**src/hdl/ctq_pkg.sv**
```systemverilog
package ctq_pkg;

    localparam int ID_W   = 11;
    localparam int LEN_W  = 4;
    localparam int DATA_W = 64;

    localparam logic [ID_W-1:0] MARKER_RST = 11'h7FF;

    localparam logic ACT_PUSH = 1'b0;
    localparam logic ACT_TICK = 1'b1;

    typedef struct packed {
        logic              action;
        logic [ID_W-1:0]   frame_id;
        logic [LEN_W-1:0]  frame_len;
        logic [DATA_W-1:0] frame_bytes;
        logic              mailbox_free;
    } t_in;

    typedef struct packed {
        logic              push_rejected;
        logic              send_valid;
        logic [ID_W-1:0]   send_id;
        logic [LEN_W-1:0]  send_len;
        logic [DATA_W-1:0] send_bytes;
    } t_out;

    typedef struct packed {
        logic [ID_W-1:0]   id;
        logic [LEN_W-1:0]  len;
        logic [DATA_W-1:0] bytes;
    } t_entry;

    localparam int ENTRY_W = $bits(t_entry);

    // ring status seen by the scheduler
    typedef struct packed {
        logic full;
        logic empty;
    } t_ring;

    // update requests back to the pointer logic
    typedef struct packed {
        logic we;
        logic at_tail;
        logic adv_head;
        logic adv_tail;
    } t_upd;

endpackage

```
**src/hdl/ctq_ram.sv**
```systemverilog
module ctq_ram #(
    parameter int WIDTH = 8,
    parameter int DEPTH = 32
) (
    input  logic                     i_clk,
    input  logic                     i_we,
    input  logic [$clog2(DEPTH)-1:0] i_waddr,
    input  logic [WIDTH-1:0]         i_wdata,
    input  logic [$clog2(DEPTH)-1:0] i_raddr,
    output logic [WIDTH-1:0]         o_rdata
);

    logic [WIDTH-1:0] r_mem [DEPTH];
    logic [WIDTH-1:0] r_rdata;

    always_ff @(posedge i_clk) begin
        if (i_we) begin
            r_mem[i_waddr] <= i_wdata;
        end
        r_rdata <= r_mem[i_raddr];
    end

    assign o_rdata = r_rdata;

endmodule

```
**src/hdl/ctq_sched.sv**
```systemverilog
module ctq_sched (
    input  ctq_pkg::t_in              i_item,
    input  ctq_pkg::t_entry           i_head,
    input  ctq_pkg::t_ring            i_ring,
    input  logic [ctq_pkg::ID_W-1:0]  i_marker,
    output ctq_pkg::t_upd             o_upd,
    output ctq_pkg::t_entry           o_wdata,
    output ctq_pkg::t_out             o_result
);

    ctq_pkg::t_entry dec_entry;
    logic            head_is_delay;
    logic            count_left;

    always_comb begin
        dec_entry            = i_head;
        dec_entry.bytes[7:0] = i_head.bytes[7:0] - 8'd1;
        head_is_delay        = (i_head.id == i_marker);
        count_left           = (i_head.bytes[7:0] > 8'd1);
    end

    always_comb begin
        o_upd    = '0;
        o_result = '0;
        o_wdata  = dec_entry;
        case (i_item.action)
            ctq_pkg::ACT_PUSH: begin
                o_wdata.id    = i_item.frame_id;
                o_wdata.len   = i_item.frame_len;
                o_wdata.bytes = i_item.frame_bytes;
                if (i_ring.full) begin
                    o_result.push_rejected = 1'b1;
                end else begin
                    o_upd.we       = 1'b1;
                    o_upd.at_tail  = 1'b1;
                    o_upd.adv_tail = 1'b1;
                end
            end
            ctq_pkg::ACT_TICK: begin
                if (!i_ring.empty) begin
                    if (head_is_delay) begin
                        // delay entry: count byte 0 down, drop it once spent
                        if (count_left) begin
                            o_upd.we = 1'b1;
                        end else begin
                            o_upd.adv_head = 1'b1;
                        end
                    end else if (i_item.mailbox_free) begin
                        o_result.send_valid = 1'b1;
                        o_result.send_id    = i_head.id;
                        o_result.send_len   = i_head.len;
                        o_result.send_bytes = i_head.bytes;
                        o_upd.adv_head      = 1'b1;
                    end
                end
            end
            default: begin
                o_upd = '0;
            end
        endcase
    end

endmodule

```
**src/hdl/can_tx_queue_with_delay_entries_top.sv**
```systemverilog
// Channel   Direction  Ports                    Accepted
// item      in         start, busy, i_item      edge with start high and busy low
// result    out        o_result_valid, o_result edge ending the strobe cycle
// config    in         i_cfg_we, i_cfg_wdata    edge with i_cfg_we high
//
// One item per cycle; the item is registered in r_in and the result in r_out,
// and the result strobe is high while r_out holds that item's result.
// The head entry is read from the ring RAM every cycle with the read address set
// to the next head, with a bypass for a write landing on that entry.
// busy never rises; reset clears pointers and strobes and restores the marker,
// the RAM is not cleared. Results cannot be stalled.
module can_tx_queue_with_delay_entries_top #(
    parameter int QUEUE_DEPTH = 32
) (
    input  logic                      i_clk,
    input  logic                      i_rst_n,
    input  logic                      start,
    output logic                      busy,
    input  ctq_pkg::t_in              i_item,
    output logic                      o_result_valid,
    output ctq_pkg::t_out             o_result,
    input  logic                      i_cfg_we,
    input  logic [ctq_pkg::ID_W-1:0]  i_cfg_wdata
);

    localparam int AW = $clog2(QUEUE_DEPTH);
    localparam logic [AW-1:0] LAST = AW'(QUEUE_DEPTH - 1);

    function automatic logic [AW-1:0] f_inc(input logic [AW-1:0] p);
        logic [AW-1:0] n;
        n = (p == LAST) ? '0 : p + 1'b1;
        return n;
    endfunction

    ctq_pkg::t_in              r_in;
    logic                      r_in_v;
    logic [AW-1:0]             r_head;
    logic [AW-1:0]             r_tail;
    logic [AW-1:0]             n_head;
    logic [AW-1:0]             n_tail;
    logic [ctq_pkg::ID_W-1:0]  r_marker;
    logic                      r_byp_sel;
    ctq_pkg::t_entry           r_byp_data;
    logic                      r_out_v;
    ctq_pkg::t_out             r_out;

    logic [ctq_pkg::ENTRY_W-1:0] ram_rdata;
    ctq_pkg::t_entry             head_entry;
    ctq_pkg::t_entry             wdata;
    ctq_pkg::t_ring              ring;
    ctq_pkg::t_upd               upd;
    ctq_pkg::t_out               result;
    logic                        we;
    logic [AW-1:0]               waddr;

    assign busy = 1'b0;

    assign ring.empty = (r_head == r_tail);
    assign ring.full  = (f_inc(r_tail) == r_head);
    assign head_entry = r_byp_sel ? r_byp_data : ctq_pkg::t_entry'(ram_rdata);

    ctq_sched u_sched (
        .i_item   (r_in),
        .i_head   (head_entry),
        .i_ring   (ring),
        .i_marker (r_marker),
        .o_upd    (upd),
        .o_wdata  (wdata),
        .o_result (result)
    );

    always_comb begin
        we     = r_in_v & upd.we;
        waddr  = upd.at_tail ? r_tail : r_head;
        n_head = (r_in_v && upd.adv_head) ? f_inc(r_head) : r_head;
        n_tail = (r_in_v && upd.adv_tail) ? f_inc(r_tail) : r_tail;
    end

    ctq_ram #(
        .WIDTH (ctq_pkg::ENTRY_W),
        .DEPTH (QUEUE_DEPTH)
    ) u_ram (
        .i_clk   (i_clk),
        .i_we    (we),
        .i_waddr (waddr),
        .i_wdata (wdata),
        .i_raddr (n_head),
        .o_rdata (ram_rdata)
    );

    always_ff @(posedge i_clk) begin
        if (!i_rst_n) begin
            r_in_v    <= 1'b0;
            r_head    <= '0;
            r_tail    <= '0;
            r_marker  <= ctq_pkg::MARKER_RST;
            r_byp_sel <= 1'b0;
            r_out_v   <= 1'b0;
        end else begin
            r_in_v    <= start & ~busy;
            r_head    <= n_head;
            r_tail    <= n_tail;
            r_byp_sel <= we && (waddr == n_head);
            r_out_v   <= r_in_v;
            if (i_cfg_we) begin
                r_marker <= i_cfg_wdata;
            end
        end
    end

    always_ff @(posedge i_clk) begin
        if (start) begin
            r_in <= i_item;
        end
        r_byp_data <= wdata;
        r_out      <= result;
    end

    assign o_result_valid = r_out_v;
    assign o_result       = r_out;

endmodule
```
**config.mk**
```make
export PLATFORM = sky130hd
export DESIGN_NAME = can_tx_queue_with_delay_entries_top
export DESIGN_NICKNAME = d
export VERILOG_FILES = /design/src/hdl/ctq_pkg.sv /design/src/hdl/ctq_ram.sv /design/src/hdl/ctq_sched.sv /design/src/hdl/can_tx_queue_with_delay_entries_top.sv
export SDC_FILE = /design/constraint.sdc
export NUM_CORES = 2
export LEC_CHECK = 0
export BUFFER_PORTS_ARGS = -buffer_cell sky130_fd_sc_hd__buf_4
export CORE_MARGIN = 3
export CORE_UTILIZATION = 45
export CTS_BUF_LIST = sky130_fd_sc_hd__clkbuf_16
export DETAILED_ROUTE_END_ITERATION = 8
export PLACE_DENSITY = 0.7
export SLEW_MARGIN = 20
export SYNTH_ARGS = -nofsm -noshare
export SYNTH_HDL_FRONTEND = slang
export SYNTH_HIERARCHICAL = 1
export SYNTH_SLANG_ARGS = --single-unit
```
**constraint.sdc**
```tcl
create_clock -name i_clk -period 13.6 [get_ports i_clk]
set_clock_uncertainty 0.2 [all_clocks]
set_input_delay 3.4 -clock i_clk [delete_from_list [all_inputs] [get_ports i_clk]]
set_output_delay 3.4 -clock i_clk [all_outputs]
set_load 0.02 [all_outputs]
```
# --- Word-level counts from Yosys, hierarchy flattened ---
# Memories as Yosys holds them, arrays and structs flattened. A register that Yosys moved wholly into a read port is not among the register bits.
# Cells that the tools add are included.
word_totals:
  out_inout_bits: 83
  ram_bits: 2528
  n_memories: 1
  reg_bits: 265
  in_bits: 96
  wordCells: 61
op_classes:
  addsub: 3
  n_mux: 23
  bitwise: 3
  n_reduce_logical: 5
  n_lt_le_gt_ge: 1
  eq_ne: 6
memory_table:
  columns: ["memory", "words", "word_bits", "rd", "rd_clocked_by_memory_dff", "wr", "line_no", "rtl"]
  rows:
  - ["u_ram.r_mem", 32, 79, 1, 1, 1, "ctq_ram.sv:13", "logic [WIDTH-1:0] r_mem [DEPTH];"]
ops:
  columns: ["operator", "n"]
  rows:
  - ["two-way mux 79 bit", 2]
  - ["two-way mux 80 bit", 1]
  - ["two-way mux 5 bit", 4]
  - ["equality test 5 bit", 3]
  - ["two-way mux 1 bit", 14]
  - ["equality test 11 bit", 1]
  - ["adder 5 x 1 -> 5 bit (second input constant)", 2]
  - ["equality test 5 bit (second input constant)", 2]
  - ["greater-than comparator 8 x 1 -> 1 bit (second input constant)", 1]
  - ["subtractor 8 x 1 -> 8 bit (second input constant)", 1]
  - ["OR reduction 4 bit", 1]
  - ["logical AND 1 bit", 3]
  - ["OR reduction 3 bit", 1]
  - ["two-way mux 2 bit", 1]
  - ["NOT 1 bit", 2]
  - ["one-hot mux 1 bit (2 select lines)", 1]
  - ["AND 1 bit", 1]

# --- Longest topological paths before layout ---
depth:
  depth_word: 10
  ltp_mapped: 20
  depth_no_buf: 15

# --- Modules after synthesis ---
# The synthesis kept the hierarchy.
by_module_without_submodules:
  columns: ["mod", "instances", "cells_per_inst", "area_per_inst_um2", "seq_area_each_um2"]
  rows:
  - ["ctq_ram", 1, 4634, 97710.0, 77494.3]
  - ["can_tx_queue_with_delay_entries_top", 1, 479, 7898.8, 6115.9]
  - ["ctq_sched", 1, 227, 1829.3, 0.0]

# --- Worst setup path before layout ---
# No wires, ideal clock.
synth_path:
  path_kind: "register to register"
  start: "register r_tail[1]"
  end: "memory u_ram/r_mem[19][10] (netlist name), enable pin"
  setup_time_ns: 0.517
  period_less_slack_ns: 7.326
  arrival_time_ns: 6.609
  stages_incl_launch_ff: 16
  path_buffers: 3
  t_required_ns: 12.883
  path_slack_ns: 6.274
  path_cell_list: "dfxtp_1 ha_1 and3_1 ha_1 clkbuf_1 nand3b_1 o21ai_0 a221o_1 nand2_1 nor4_1 nor2_1 buf_4 clkbuf_1 mux2_2 or3b_2 nor2_1"
synth_lines:
  columns: ["item", "line_no", "rtl"]
  rows:
  - ["start, declared", "can_tx_queue_with_delay_entries_top.sv:38", "logic [AW-1:0] r_tail;"]
  - ["start signal, assigned", "can_tx_queue_with_delay_entries_top.sv:102", "r_tail <= n_tail;"]
  - ["end, declared", "ctq_ram.sv:13", null]

==> summary.txt <==
Run status
  • Status: finished, final reports clean

Synthesis
  • Area contributors post-synth: edfxtp_1 73%, mux4_2 6.6%, mux2i_1 6.0%
  • Ys Warns: 6
  • Dominant cell type by area after synthesis: edfxtp_1
  • Synth Cell Area: 0.1074 mm2
  • Mean Syn Cell Area: 20.12 um2
  • Asr flop ratio synth: 0%
  • Net count after synthesis: roughly 5400
  • Post-synthesis sequential area ratio: just under 80%
  • Post-synth EDFFs: about 2600
  • Most common library cells after synthesis: 2609 x edfxtp_1, 645 x mux2i_1, 405 x a22oi_1
  • Post-Synthesis Cells: around 5300
  • Post-synth top area share: between 70% and 80%
  • Most used standard cell by instance count after synthesis: edfxtp_1
  • Synthesized flop and latch total: roughly 2900
  • Ys flop type: edfxtp_1
  • Yosys cell types: 57

Clocking
  • Post-CTS Hold Buffers: 0
  • TritonCTS sink count: between 2000 and 3000
  • Maximum clock insertion buffer count: 4
  • CTS-repair resized insts: 0
  • Clk slew on worst S/H paths: 0.06 ns
  • Setup bufs post-CTS: 0
  • Clk Latency, worst-skew pair: roughly 0.93 ns
  • CTS tree: built
  • H-tree depth: 5
  • Root buffer cell: clkbuf_16
  • TritonCTS buffer count: roughly 310

STA
  • Final worst-path cycle share: a little under 60%
  • Worst-Margin Slew: about 1.2 ns
  • RSZ-0062 raised after global routing: false
  • Slew HR: between 10% and 20%
  • Endpoints failing setup: 0
  • Fin crit period: a little under 8 ns
  • WHS: around 0.3 ns
  • Slew Viols, Final: 0
  • Hold Vio Cnt, Final: 0
  • Final TNS setup: 0 ns
  • Fmax: 0.1276 GHz
  • Worst Setup Slack, final: between 5 and 6 ns

Setup path
  • Worst-path cell chain: buf_4, buf_4, mux2_2, xor2_1, nor4_4, and3_1, a31o_2, nor4bb_1, a21o_4, buf_4, buf_4, nor2b_1, a22oi_1, nand3_1, nand4_1
  • Crit end category: flop
  • Max FO, Critical Path: 45
  • Worst path buffer plus inverter count: 4
  • Slowest cell on crit path: buf_4
  • Worst path top cell family by delay: buffers and inverters
  • CP required: around 14 ns
  • R2R setup slack: between 5 and 6 ns
  • CP max stage delay: 0.76 ns
  • Reg2reg start: r_byp_sel$_SDFF_PN0_
  • Worst R2R Path Depth: 15
  • Worst setup path class: reg2reg
  • WP data arrival: 8.37 ns
  • FF-to-FF End: u_ram/o_rdata[19]$_DFF_P_
  • CP most frequent cell: buf_4
  • Worst Setup Start Kind: flop

Min path
  • Hold crit path type: reg2reg
  • Hold Path Origin: r_marker[2]$_SDFFE_PN1P_
  • Hold Crit Depth: 2
  • Hold worst-path end: r_marker[2]$_SDFFE_PN1P_

GRT
  • Antenna violations before repair: 11
  • Vias in the first global route: around 55000
  • First-pass GRT wire length: about 400000 um
  • Grt ovf: 0
  • Total GRT Usage: approximately 23%
  • Largest net degree at the start of global routing: between 150 and 200

Route
  • Pre-Repair DR Iteration Count: 5
  • Vias: between 50000 and 60000
  • Wirelength per Cell: 31.15 um
  • Final ANT Viol Nets: 0
  • Drc violations: 0
  • DR iter-0 viols: 7595
  • Vias per inst: about 6
  • Final WL: approximately 280000 um

Run
  • Max cap viols: 0

Pwr
  • Lkg Pwr: approximately 38 nW
  • Max IR drop VDD: 0.0001428 V
  • Pwr per Cell Area: 155.3 mW/mm2

Place
  • PortBufs: 177
  • Worst slack, placed: around 5.8 ns
  • Gp weighted congestion: around 0.83
  • Detailed Place HPWL: about 140000 um

Die
  • Die area: around 0.24 mm2
  • Die X: roughly 490 um
  • Chip height: 494.6 um
  • Core area: about 0.24 mm2
  • Boundary Pins: between 150 and 200
  • Initial Util: a little under half
  • Row cnt: ~180

Final layout
  • Final nets: roughly 5800
  • Area growth, synth to finish: 13.69%
  • Ratio of cells with drive above 1 in the final layout: 21.30%
==> metal layers <==
| metal | wire [um] | track usage (%) | share of wire (%) | vias up |
|---|---|---|---|---|
| li1 | - | - | - | 22490 |
| met1 | 109400 | 31.55 | 39 | 28910 |
| met2 | 131700 | 35.22 | 47 | 3237 |
| met3 | 28510 | 4.580 | 10 | 585 |
| met4 | 12150 | 9.431 | 4.3 | 2 |
| met5 | 13 | 0 | 0.0046 | - |
==> registers in the layout (all words and copies together) (netlist names) <==
register        count
o_result_valid      1
o_result           81
r_byp_sel           1
r_byp_data         79
u_ram/r_mem      2528
r_tail              5
r_marker           11
r_head              5
u_ram/o_rdata      79
r_in_v              1
r_in               81
==> power breakdown <==
part           switching, W  internal, W  leakage, nW
logic              0.000730     0.000257         7.29
clock network       0.00329      0.00455         4.89
registers         0.0000656       0.0101         25.7
total               0.00409       0.0149         37.9
==> cells in the final DEF (no fill, tap or decap), types with 8 or more instances in the layout <==
master / count
a21oi_1: 14
a22o_1: 51
a22oi_1: 405
a31oi_1: 54
and2_1: 89
buf_4: 293
bufinv_16: 22
clkbuf_16: 311
clkinv_1: 62
clkinv_2: 42
clkinvlp_4: 9
dfxtp_1: 262
diode_2: 18
edfxtp_1: 2609
inv_1: 83
inv_6: 8
mux2_2: 154
mux2i_1: 644
mux4_2: 316
nand2_1: 33
nand3_1: 157
nand4_1: 38
nor2_1: 20
nor2_4: 35
nor2b_1: 18
xnor2_1: 11
xor2_1: 23
==> worst register-to-register path: cells and delay by family (launching register included) <==
kind	cells	cell delay (ns)
multiplexers	1	0.48
AND/OR/NAND/NOR	6	2.38
AO/OA/AOI/OAI	3	0.91
buffers and inverters	4	2.94
flip-flops	1	0.59
XOR/XNOR	1	0.20
==> worst max path at each step <==
stage | from | to | slack, ns | cells after the start
after floorplan | r_tail[1]$_SDFFE_PN0P_ | u_ram/r_mem[19][10]$_DFFE_PP_ | 6.27 | 15
after global placement | r_byp_sel$_SDFF_PN0_ | u_ram/o_rdata[0]$_DFF_P_ | 5.96 | 14
after detailed placement | r_byp_sel$_SDFF_PN0_ | u_ram/o_rdata[50]$_DFF_P_ | 5.81 | 17
after CTS | r_byp_sel$_SDFF_PN0_ | u_ram/o_rdata[19]$_DFF_P_ | 5.77 | 15
after global routing | r_byp_sel$_SDFF_PN0_ | u_ram/o_rdata[19]$_DFF_P_ | 5.43 | 15
final | r_byp_sel$_SDFF_PN0_ | u_ram/o_rdata[19]$_DFF_P_ | 5.77 | 15
==> logic make-up (layout without fill, tap and decap cells) <==
family,after synthesis,after routing,share of synthesized area [%]
flops,2872,2872,77.82
compound gates,552,552,3.827
mux,1116,1116,14.26
buf+inv,311,849,1.455
xor+xnor,34,34,0.2772
other cells,1,19,0.003490
fa+ha+maj,6,6,0.06987
simple gates,448,448,2.285
==> metrics by stage <==
| stage | instance area, um2 | utilization [%] | power, W | cells |
|---|---|---|---|---|
| 2_1_floorplan | 107400 | - | 0.01087 | 5340 |
| 3_3_place_gp | 112600 | 47.63 | 0.01126 | 8487 |
| 3_5_place_dp | 112700 | 47.68 | 0.01130 | 8490 |
| 4_1_cts | 122000 | 51.65 | 0.01906 | 9027 |
| 5_1_grt | 122100 | 51.69 | 0.01949 | 9042 |
| 6_report | 122100 | 51.69 | 0.01897 | 9046 |
==> layout make-up <==
class	instances	area, um2
Antenna cell	18	45.04
Clock buffer	311	7782
Clock inverter	226	1599
Fill cell	18130	114200
Inverter	7	27.53
Multi-Input combinational cell	2157	22690
Sequential cell	2872	83610
Tap cell	3150	3941
Timing Repair Buffer	305	2452
Power figures use the tool's default switching activity.
